## config.mk

```make
export PLATFORM = sky130hd
export DESIGN_NAME = pose_dead_reckoning_integrator
export DESIGN_NICKNAME = d
export VERILOG_FILES = /design/src/rtl/pdr_pkg.sv /design/src/rtl/pdr_cordic.sv /design/src/rtl/pose_dead_reckoning_integrator.sv
export SDC_FILE = /design/constraint.sdc
export NUM_CORES = 2
export LEC_CHECK = 0
export ABC_AREA = 1
export BUFFER_PORTS_ARGS = -buffer_cell sky130_fd_sc_hd__buf_2
export CAP_MARGIN = 20
export CELL_PAD_IN_SITES_DETAIL_PLACEMENT = 0
export CELL_PAD_IN_SITES_GLOBAL_PLACEMENT = 2
export CORE_MARGIN = 10
export CORE_UTILIZATION = 40
export CTS_CLUSTER_DIAMETER = 30
export DETAILED_ROUTE_END_ITERATION = 6
export PLACE_DENSITY = 0.92
export SYNTH_ARGS = -nofsm -noshare
export SYNTH_HDL_FRONTEND = slang
export SYNTH_SLANG_ARGS = --single-unit
```

## constraint.sdc

```tcl
create_clock -name clk -period 14.6 [get_ports clk]
set_clock_uncertainty 0.15 [all_clocks]
set_input_delay 1.46 -clock clk [delete_from_list [all_inputs] [get_ports clk]]
set_output_delay 1.46 -clock clk [all_outputs]
set_load 0.02 [all_outputs]
```

## src/rtl/pdr_pkg.sv

```systemverilog
// ----------------------------------------------------------------------------
// Pose integrator package
// Fixed-point formats, command codes, arctangent table and saturation helpers.
// ----------------------------------------------------------------------------
package pdr_pkg;

  localparam int FRAC_BITS    = 16;
  localparam int ANGLE_BITS   = 16;
  localparam int CORDIC_STEPS = 16;
  localparam int STEP_W       = $clog2(CORDIC_STEPS);
  localparam int VEC_W        = 34;
  localparam int PROD_W       = 64;
  localparam int SCALE_W      = PROD_W + 1 - FRAC_BITS;
  localparam int TRIG_SHIFT   = 30;

  localparam logic signed [VEC_W-1:0] CORDIC_GAIN = VEC_W'(652032874);
  localparam logic [ANGLE_BITS-1:0] QUARTER_TURN = ANGLE_BITS'(1) << (ANGLE_BITS - 2);
  localparam logic signed [PROD_W:0] HALF_FRAC = (PROD_W + 1)'(1) << (FRAC_BITS - 1);
  localparam logic signed [PROD_W:0] HALF_TRIG = (PROD_W + 1)'(1) << (TRIG_SHIFT - 1);

  typedef enum logic [2:0] {
    CMD_FORWARD    = 3'd0,
    CMD_MOVE       = 3'd1,
    CMD_ROTATE     = 3'd2,
    CMD_ACCEL      = 3'd3,
    CMD_TURN_LEFT  = 3'd4,
    CMD_TURN_RIGHT = 3'd5,
    CMD_RSVD6      = 3'd6,
    CMD_RSVD7      = 3'd7
  } cmd_t;

  function automatic logic [29:0] atan_turn(input logic [STEP_W-1:0] idx);
    logic [29:0] r;
    unique case (idx)
      4'd0:  r = 30'd536870912;
      4'd1:  r = 30'd316933406;
      4'd2:  r = 30'd167458907;
      4'd3:  r = 30'd85004756;
      4'd4:  r = 30'd42667331;
      4'd5:  r = 30'd21354465;
      4'd6:  r = 30'd10679838;
      4'd7:  r = 30'd5340245;
      4'd8:  r = 30'd2670163;
      4'd9:  r = 30'd1335087;
      4'd10: r = 30'd667544;
      4'd11: r = 30'd333772;
      4'd12: r = 30'd166886;
      4'd13: r = 30'd83443;
      4'd14: r = 30'd41722;
      4'd15: r = 30'd20861;
    endcase
    return r;
  endfunction

  function automatic logic signed [31:0] sat32(input logic signed [63:0] v);
    logic signed [31:0] r;
    if (v > 64'sd2147483647) begin
      r = 32'sh7fffffff;
    end else if (v < -64'sd2147483648) begin
      r = 32'sh80000000;
    end else begin
      r = v[31:0];
    end
    return r;
  endfunction

  function automatic logic [15:0] heading16(input logic [ANGLE_BITS-1:0] h);
    logic [31:0] t;
    t = 32'(h) << (32 - ANGLE_BITS);
    return t[31:16];
  endfunction

endpackage

```

## src/rtl/pdr_cordic.sv

```systemverilog
// ----------------------------------------------------------------------------
// Pose integrator CORDIC
// Rotation-mode CORDIC, one micro-rotation per cycle, giving cos and sin
// of a binary angle in Q2.30.
// ----------------------------------------------------------------------------
module pdr_cordic (
  input  logic                           clk,
  input  logic                           rst,
  input  logic                           start,
  input  logic [pdr_pkg::ANGLE_BITS-1:0] angle,
  output logic                           done,
  output logic signed [31:0]             cos_out,
  output logic signed [31:0]             sin_out
);
  import pdr_pkg::*;

  typedef enum logic {C_IDLE, C_RUN} cstate_t;

  cstate_t                   state;
  logic [STEP_W-1:0]         step;
  logic signed [VEC_W-1:0]   vx;
  logic signed [VEC_W-1:0]   vy;
  logic signed [31:0]        z;
  logic [31:0]               turn;
  logic                      fold;
  logic signed [VEC_W-1:0]   sx;
  logic signed [VEC_W-1:0]   sy;
  logic signed [31:0]        at;

  assign turn = 32'(angle) << (32 - ANGLE_BITS);
  // second and third quadrant: start from the negated vector
  assign fold = turn[31] ^ turn[30];
  assign sx   = vx >>> step;
  assign sy   = vy >>> step;
  assign at   = 32'(atan_turn(step));

  assign cos_out = vx[31:0];
  assign sin_out = vy[31:0];

  always_ff @(posedge clk) begin
    if (rst) begin
      state <= C_IDLE;
      done  <= 1'b0;
      step  <= '0;
    end else begin
      done <= 1'b0;
      unique case (state)
        C_IDLE: begin
          if (start) begin
            vx    <= fold ? -CORDIC_GAIN : CORDIC_GAIN;
            vy    <= '0;
            z     <= $signed(turn ^ {fold, 31'b0});
            step  <= '0;
            state <= C_RUN;
          end
        end
        C_RUN: begin
          if (!z[31]) begin
            vx <= vx - sy;
            vy <= vy + sx;
            z  <= z - at;
          end else begin
            vx <= vx + sy;
            vy <= vy - sx;
            z  <= z + at;
          end
          step <= step + 1'b1;
          if (step == STEP_W'(CORDIC_STEPS - 1)) begin
            state <= C_IDLE;
            done  <= 1'b1;
          end
        end
      endcase
    end
  end

endmodule

```

## src/rtl/pose_dead_reckoning_integrator.sv

```systemverilog
// ----------------------------------------------------------------------------
// Pose dead-reckoning integrator
// Keeps a planar pose and a speed; applies one motion command per beat and
// returns the updated pose. Steps along the heading use a shared CORDIC and
// one shared 32x32 multiplier under a small sequencer.
// ----------------------------------------------------------------------------
//  channel  handshake               payload
//  cmd      cmd_valid / cmd_stall   command, operand
//  pose     pose_valid / pose_stall pos_x, pos_y, heading, velocity
//
//  Forward does one CORDIC run and the x and y updates, move first scales
//  the operand by the speed, turns do two CORDIC runs of 16 micro-rotations
//  each; rotate, accelerate and reserved codes go straight to the result.
//  One command is in work at a time; cmd_stall is high until its result is
//  loaded into the output register. Reset clears the pose, speed and handshake.
//  A stalled result holds; the next command is taken while it waits.
// ----------------------------------------------------------------------------
module pose_dead_reckoning_integrator (
  input  logic               clk,
  input  logic               rst,
  input  logic               cmd_valid,
  output logic               cmd_stall,
  input  logic [2:0]         command,
  input  logic signed [31:0] operand,
  output logic               pose_valid,
  input  logic               pose_stall,
  output logic signed [31:0] pos_x,
  output logic signed [31:0] pos_y,
  output logic [15:0]        heading,
  output logic signed [31:0] velocity
);
  import pdr_pkg::*;

  typedef enum logic [3:0] {
    S_IDLE, S_MUL_T, S_SCALE_T, S_SAT_T, S_ROT, S_CORDIC,
    S_MUL_X, S_SCALE_X, S_ADD_X, S_MUL_Y, S_SCALE_Y, S_ADD_Y, S_DONE
  } state_t;

  state_t                      state;
  cmd_t                        cmd_r;
  logic                        leg2;
  logic signed [31:0]          span;
  logic signed [PROD_W-1:0]    prod;
  logic signed [SCALE_W-1:0]   scaled;
  logic signed [31:0]          x_pos;
  logic signed [31:0]          y_pos;
  logic [ANGLE_BITS-1:0]       head;
  logic signed [31:0]          vel;

  logic                        cordic_start;
  logic                        cordic_done;
  logic signed [31:0]          cos_v;
  logic signed [31:0]          sin_v;

  logic signed [31:0]          mul_a;
  logic signed [31:0]          mul_b;
  logic signed [PROD_W-1:0]    mul_out;
  logic signed [PROD_W:0]      rnd_sum;
  logic signed [PROD_W:0]      shifted;
  logic signed [31:0]          acc_base;
  logic signed [63:0]          acc_sum;
  logic signed [31:0]          acc_sat;

  pdr_cordic u_cordic (
    .clk     (clk),
    .rst     (rst),
    .start   (cordic_start),
    .angle   (head),
    .done    (cordic_done),
    .cos_out (cos_v),
    .sin_out (sin_v)
  );

  assign cordic_start = (state == S_ROT);
  assign cmd_stall    = (state != S_IDLE);

  always_comb begin
    priority case (state)
      S_MUL_T: begin
        mul_a = span;
        mul_b = vel;
      end
      S_MUL_Y: begin
        mul_a = sin_v;
        mul_b = span;
      end
      default: begin
        mul_a = cos_v;
        mul_b = span;
      end
    endcase
  end

  assign mul_out = mul_a * mul_b;

  always_comb begin
    if (state == S_SCALE_T) begin
      rnd_sum = (PROD_W + 1)'(prod) + HALF_FRAC;
      shifted = rnd_sum >>> FRAC_BITS;
    end else begin
      rnd_sum = (PROD_W + 1)'(prod) + HALF_TRIG;
      shifted = rnd_sum >>> TRIG_SHIFT;
    end
  end

  always_comb begin
    priority case (state)
      S_ADD_X: acc_base = x_pos;
      S_ADD_Y: acc_base = y_pos;
      default: acc_base = '0;
    endcase
  end

  assign acc_sum = 64'(acc_base) + 64'(scaled);
  assign acc_sat = sat32(acc_sum);

  always_ff @(posedge clk) begin
    if (rst) begin
      state      <= S_IDLE;
      pose_valid <= 1'b0;
      leg2       <= 1'b0;
      x_pos      <= '0;
      y_pos      <= '0;
      head       <= '0;
      vel        <= '0;
    end else begin
      if (pose_valid && !pose_stall && state != S_DONE) begin
        pose_valid <= 1'b0;
      end
      unique case (state)
        S_IDLE: begin
          if (cmd_valid) begin
            cmd_r <= cmd_t'(command);
            span  <= operand;
            leg2  <= 1'b0;
            unique case (cmd_t'(command))
              CMD_FORWARD, CMD_TURN_LEFT, CMD_TURN_RIGHT: state <= S_ROT;
              CMD_MOVE: state <= S_MUL_T;
              CMD_ROTATE: begin
                head  <= head + operand[ANGLE_BITS-1:0];
                state <= S_DONE;
              end
              CMD_ACCEL: begin
                vel   <= sat32(64'(vel) + 64'(operand));
                state <= S_DONE;
              end
              default: state <= S_DONE;
            endcase
          end
        end
        S_MUL_T: begin
          prod  <= mul_out;
          state <= S_SCALE_T;
        end
        S_SCALE_T: begin
          scaled <= shifted[SCALE_W-1:0];
          state  <= S_SAT_T;
        end
        S_SAT_T: begin
          span  <= acc_sat;
          state <= S_ROT;
        end
        S_ROT: state <= S_CORDIC;
        S_CORDIC: begin
          if (cordic_done) begin
            state <= S_MUL_X;
          end
        end
        S_MUL_X: begin
          prod  <= mul_out;
          state <= S_SCALE_X;
        end
        S_SCALE_X: begin
          scaled <= shifted[SCALE_W-1:0];
          state  <= S_ADD_X;
        end
        S_ADD_X: begin
          x_pos <= acc_sat;
          state <= S_MUL_Y;
        end
        S_MUL_Y: begin
          prod  <= mul_out;
          state <= S_SCALE_Y;
        end
        S_SCALE_Y: begin
          scaled <= shifted[SCALE_W-1:0];
          state  <= S_ADD_Y;
        end
        S_ADD_Y: begin
          y_pos <= acc_sat;
          if (!leg2 && (cmd_r == CMD_TURN_LEFT || cmd_r == CMD_TURN_RIGHT)) begin
            // quarter turn between the two legs
            head  <= (cmd_r == CMD_TURN_LEFT) ? head - QUARTER_TURN : head + QUARTER_TURN;
            leg2  <= 1'b1;
            state <= S_ROT;
          end else begin
            state <= S_DONE;
          end
        end
        S_DONE: begin
          if (!pose_valid || !pose_stall) begin
            pose_valid <= 1'b1;
            pos_x      <= x_pos;
            pos_y      <= y_pos;
            heading    <= heading16(head);
            velocity   <= vel;
            state      <= S_IDLE;
          end
        end
      endcase
    end
  end

endmodule

```

### Yosys cells after proc, flatten, opt, wreduce, memory -nomap -nowiden

Memory sizes are Yosys's and may differ from the RTL's. A register that Yosys moved wholly into a read port is not among the register bits.
Index checks and enable logic that the tools add are counted.

| operators by class | value |
|---|---|
| add/sub/neg operators | 14 |
| multiply operators | 1 |
| magnitude comparators | 4 |
| equality and inequality tests | 27 |
| shift-type cells | 2 |
| multiplexer cells | 45 |
| bitwise logic cells | 4 |
| reduce and logical (&&, ||, !) cells | 27 |

Operator list:

| operator | count |
|---|---|
| $mux 32 | 8 |
| $pmux 32 s2 | 4 |
| $mux 34 | 5 |
| $pmux 34 s2 | 2 |
| $add 34x34->34 | 2 |
| $sshr 34x4->34 | 2 |
| $sub 34x34->34 | 2 |
| $add 64x17->65 const B | 1 |
| $add 64x31->65 const B | 1 |
| $mul 32x32->64 | 1 |
| $mux 16 | 4 |
| $pmux 4 s13 | 1 |
| $add 32x49->50 | 1 |
| $gt 50x32->1 const B | 1 |
| $lt 50x32->1 const B | 1 |
| $mux 49 | 1 |
| $add 32x32->33 | 1 |
| $gt 33x32->1 const B | 1 |
| $lt 33x32->1 const B | 1 |
| $add 32x31->32 | 1 |
| $pmux 16 s2 | 1 |
| $sub 32x31->32 | 1 |
| $xor 32x32->32 | 1 |
| $mux 4 | 7 |
| other kinds (31) | 73 |

| storage, ports and cells | value |
|---|---|
| flip-flop bits (word level) | 484 |
| bits in read-only memories | 480 |
| input bits | 39 |
| output and inout port bits | 114 |
| logic and storage cells | 146 |
| memories kept | 1 |

Memory list:

| memory | words | bits a word | read ports | clocked after Yosys merged registers in | wr ports | line | text |
|---|---|---|---|---|---|---|---|
| (no name shown) | 16 | 30 | 1 | 1 | 0 | pdr_pkg.sv:34 | `unique case (idx)` |

### Longest topological paths before layout

| depth | value |
|---|---|
| word-level depth | 7 |
| mapped depth | 40 |
| mapped depth without buffers | 38 |

### By module

A second synthesis with hierarchy kept.

| unflattened totals | value |
|---|---|
| cells, all modules | 9913 |
| area, all modules | 75210.9 um^2 |

Modules (own cells, without submodules):

| module | times used | cells an instance | area each (um^2) | sequential area each (um^2) |
|---|---|---|---|---|
| pose_dead_reckoning_integrator | 1 | 7277 | 58529.9 | 9719.3 |
| pdr_cordic | 1 | 2636 | 16681.0 | 3723.6 |

### Worst setup path before layout

OpenSTA, ideal clock, no wires.

| timing path | value |
|---|---|
| path kind | input-to-reg |
| start | in rst |
| end | reg heading[0] (enable) |
| arrival | 9.466 ns |
| required time | 13.730 ns |
| slack | 4.264 ns |
| stages | 3 |
| buffers on the path | 2 |
| cells stage by stage | clkbuf_1 > clkbuf_1 > nor3_1 |

| between the ends | value |
|---|---|
| cells in the longest elaborated chain, start to end | 2 |

Ends and longest elaborated chain:

| item | line | text |
|---|---|---|
| from (decl) | pose_dead_reckoning_integrator.sv:20 | `input logic rst,` |
| $not 1->1 (no line) | - |  |
| $reduce_and 3->1 (no line) | - |  |
| to (signal assigned) | pose_dead_reckoning_integrator.sv:205 | `heading <= heading16(head);` |
| to (decl) | pose_dead_reckoning_integrator.sv:29 | `output logic [15:0] heading,` |

No other way between the ends.
A chain may end at the register's enable or synchronous reset.

### Worst setup path after layout

| timing path | value |
|---|---|
| start | reg state[0] |
| end | reg prod[59] (data pin) |

| between the ends | value |
|---|---|
| cells in the longest elaborated chain, start to end | 3 |

Ends and longest elaborated chain:

| item | line | text |
|---|---|---|
| from (decl) | pose_dead_reckoning_integrator.sv:39 | `state_t state;` |
| from (signal assigned) | pose_dead_reckoning_integrator.sv:119 | `state <= S_IDLE;` |
| from (signal assigned) | pose_dead_reckoning_integrator.sv:137 | `CMD_FORWARD, CMD_TURN_LEFT, CMD_TURN_RIGHT: state <= S_ROT;` |
| from (signal assigned) | pose_dead_reckoning_integrator.sv:138 | `CMD_MOVE: state <= S_MUL_T;` |
| $eq 4x4->1 or $eq 4x1->1 (tied branches) | pose_dead_reckoning_integrator.sv:78 | `priority case (state)` |
| $pmux 32 s2 or $mux 32 (tied branches) | pose_dead_reckoning_integrator.sv:78 |  |
| $mul 32x32->64 * | pose_dead_reckoning_integrator.sv:94 | `assign mul_out = mul_a * mul_b;` |
| net mul_out[59] | pose_dead_reckoning_integrator.sv:57 | `logic signed [PROD_W-1:0] mul_out;` |
| to (signal assigned) | pose_dead_reckoning_integrator.sv:152 | `prod <= mul_out;` |
| to (signal assigned) | pose_dead_reckoning_integrator.sv:170 | `prod <= mul_out;` |
| to (signal assigned) | pose_dead_reckoning_integrator.sv:182 | `prod <= mul_out;` |
| to (decl) | pose_dead_reckoning_integrator.sv:43 | `logic signed [PROD_W-1:0] prod;` |

Mark *: on every way through the listed nets, which the timed path passes. The rest lies on a longest branch.

==> results.txt <==
----------------------------------------------------
[Logic synthesis]
  Area leader, netlist ... fa_1
  Avg Synthesized Cell Area ... 7.60 sq um
  Netlist area before placement ... 74200 sq um
  Most used DFF post-synth ... edfxtp_1
  Fraction of post-synthesis cell area in the top cell type by area ... 0.293
  Nets in the synthesized netlist ... 11300
  Biggest area contributors in the synthesized netlist ... fa_1, edfxtp_1, nand2_1, inv_1, ha_1
  Mapped Cells ... 9759
  Share of synthesized registers carrying an async set or reset ... 0
  Sequential area share after synthesis ... 0.181
  Total of flip-flops plus latches after synthesis ... 499
  Count of flip-flops with a built-in enable after synthesis ... 345
  Number of distinct library cells after synthesis ... 65
  Count leader, synth ... nand2_1
  Yosys warns ... 0
  Commonest cells post-synth ... nand2_1, inv_1, fa_1, nor2_1, a21oi_1

[Placed design]
  Sum of net half-perimeters after detailed placement ... 230000 um
  Instance area after placement ... 77700 sq um
  Count of placed standard cells including taps ... 12200
  Buffers on Ports ... 152
  Final GP Congestion ... 0.989

[STA]
  Setup TNS ... 0 ns
  Pins over their slew limit ... 0
  Worst-case headroom to the max-slew limit ... 0.174
  Final setup viols ... 0
  Final worst hold slack ... 0.274 ns
  Count of final hold-check violations ... 0
  Max Fclk ... 93.6 MHz
  Share of the cycle needed by the critical path after routing ... 0.732
  Fin crit period ... 10.68 ns
  Unrepaired setup endpoints after global routing ... no
  Slew at the pin with the worst max-slew slack ... 1.24 ns

[Setup path]
  Kind of critical path ... reg2reg
  Crit path launch type ... flip-flop
  Largest stage delay on the critical path ... 0.95 ns
  Max FO, Critical Path ... 37
  Req. time, crit path ... 14.93 ns
  CP Data Arrival Time ... 11.01 ns
  Worst-path cell with the longest stage delay ... fa_1
  Cell type with the highest occurrence count on the critical path ... fa_1
  CP Capture Type ... flip-flop

[Floorplan]
  Area enclosed by the die boundary ... 203000 sq um
  Die width ... 451 um
  Row count ... 157
  I/O pin total ... 153
  Die boundary height ... 451 um
  Initial core utilization ... 0.404
  Area of the placeable core ... 184000 sq um

[Route]
  Number of DRC markers in iteration 0 ... 5617
  Post-route antenna net violation count ... 0
  Via total after detailed routing ... 66000
  DRC violation count after routing ... 0
  Via/cell ratio ... 5.33
  Number of iterations in the first detailed-routing pass ... 7
  Detailed-route wire length per cell ... 22.7 um
  Sum of routed wire length over all layers ... 281000 um

[Layout]
  Fill count ... 18800
  Non-filler instance count after layout ... 12400
  Area growth, synth to finish ... 9.93%
  Proportion of layout cells with a drive suffix above 1 ... 0.0598
  Number of nets at the end of the flow ... 11300
  Design Area, Final ... 81500 sq um

[GRT]
  Wire length of the first global-routing pass ... 419000 um
  Via count of the first global-routing pass ... 66000
  Remaining global-route overflow ... 0
  Overall routing resource usage ... 0.270
  Antenna violations before repair ... 7
  Largest net degree at the start of global routing ... 99

[CTS]
  Clock-pin slew on the worst setup and hold paths ... 0.05 ns
  # H-tree levels ... 3
  Total clock buffers created by CTS ... 109
  Maximum count of clock buffers along a single path ... 3
  Root buffer cell ... clkbuf_16
  Clock insertion delay at the later pin of the skew report ... 0.76 ns
  CTS Hold Bufs ... 0
  Buffers inserted during post-CTS setup optimization ... 0
  Clock Sink Count ... 499
  Resize count post-CTS ... 0
  TritonCTS clock tree ... built

[Flow run]
  Max Cap Viol ... 0

[Status]
  Run status ... finished, final reports clean

[Worst hold path]
  Hold Path Class ... reg2reg

----------------------------------------------------
==> cells by family (layout without fill, tap and decap cells) <==
| family | Yosys count | count (layout) | synth area share |
|---|---|---|---|
| AOI/OAI and AO/OA | 1260 | 1260 | 0.0939 |
| xor gates and xnor gates | 277 | 277 | 0.0327 |
| adders and majority gates | 1473 | 1473 | 0.359 |
| buffers and inverters | 2218 | 2369 | 0.115 |
| DFF | 499 | 499 | 0.181 |
| muxes | 3 | 3 | 0.000405 |
| other | 0 | 2 | 0 |
| and+or+nand+nor | 4029 | 4029 | 0.219 |
==> path summary, 6_finish.rpt <==
path / from / slack [ns] / depth (start not counted) / end
min reg2reg: x_pos[14] / 0.27 / 0 / pos_x[14]
max reg2reg: state[0] / 3.92 / 31 / prod[59]
min: x_pos[14] / 0.27 / 0 / pos_x[14]
max: state[0] / 3.92 / 31 / prod[59]
==> sequential cells by signal (all words and copies together), names as in the netlist, 16 cells and up <==
signal	cells
y_pos	32
vel	32
scaled	49
u_cordic.vx	34
pos_y	32
pos_x	32
u_cordic.at	30
u_cordic.vy	34
x_pos	32
span	32
head	16
heading	16
u_cordic.z	32
velocity	32
prod	49
==> critical path: cells and delay by family, from the launching register on <==
kind	cells	cell delay [ns]
AOI/OAI and AO/OA	4	1.09
buffers and inverters	9	1.57
DFF	1	0.40
and+or+nand+nor	9	2.01
adders and majority gates	9	5.19
==> per-layer routing <==
metal  global-route usage  up-vias  share of wire
li1                     -    30400              -
met1                0.367    32500           0.43
met2                0.422     2654           0.44
met3               0.0507      546          0.079
met4                0.115        4          0.050
met5                    0        -       0.000071
==> placed cells by master, fill, tap and decap left out, types with 151 or more instances in the layout <==
cell | synthesis | routed
inv_1 | 1844 | 1842
buf_2 | 40 | 151
nand3_1 | 349 | 349
a21oi_1 | 497 | 495
ha_1 | 386 | 386
xor2_1 | 193 | 193
edfxtp_1 | 345 | 345
nor2_1 | 1030 | 1023
nand2_1 | 2382 | 2380
fa_1 | 1087 | 1087
o21ai_0 | 390 | 379
==> area by class of cell <==
type	instances	area, sq um	area share
diodes	2	5.00	0.0000614
clock buffers	127	2880	0.0353
clock inverters	77	920	0.0113
inverters	1886	7080	0.0869
multi-input cells	7042	52400	0.642
flip-flops and latches	499	13500	0.165
well taps	2464	3080	0.0378
repair buffers	279	1740	0.0213
==> per-stage QoR <==
stage           util  worst slack (ns)
2_1_floorplan      -              4.26
3_3_place_gp   0.423              4.12
3_5_place_dp   0.423              4.01
4_1_cts        0.444              4.00
5_1_grt        0.444              3.17
6_report       0.444              3.92
Power is not shown: default switching activity piles up to over one toggle a cycle in this logic, so the estimate is an artifact.
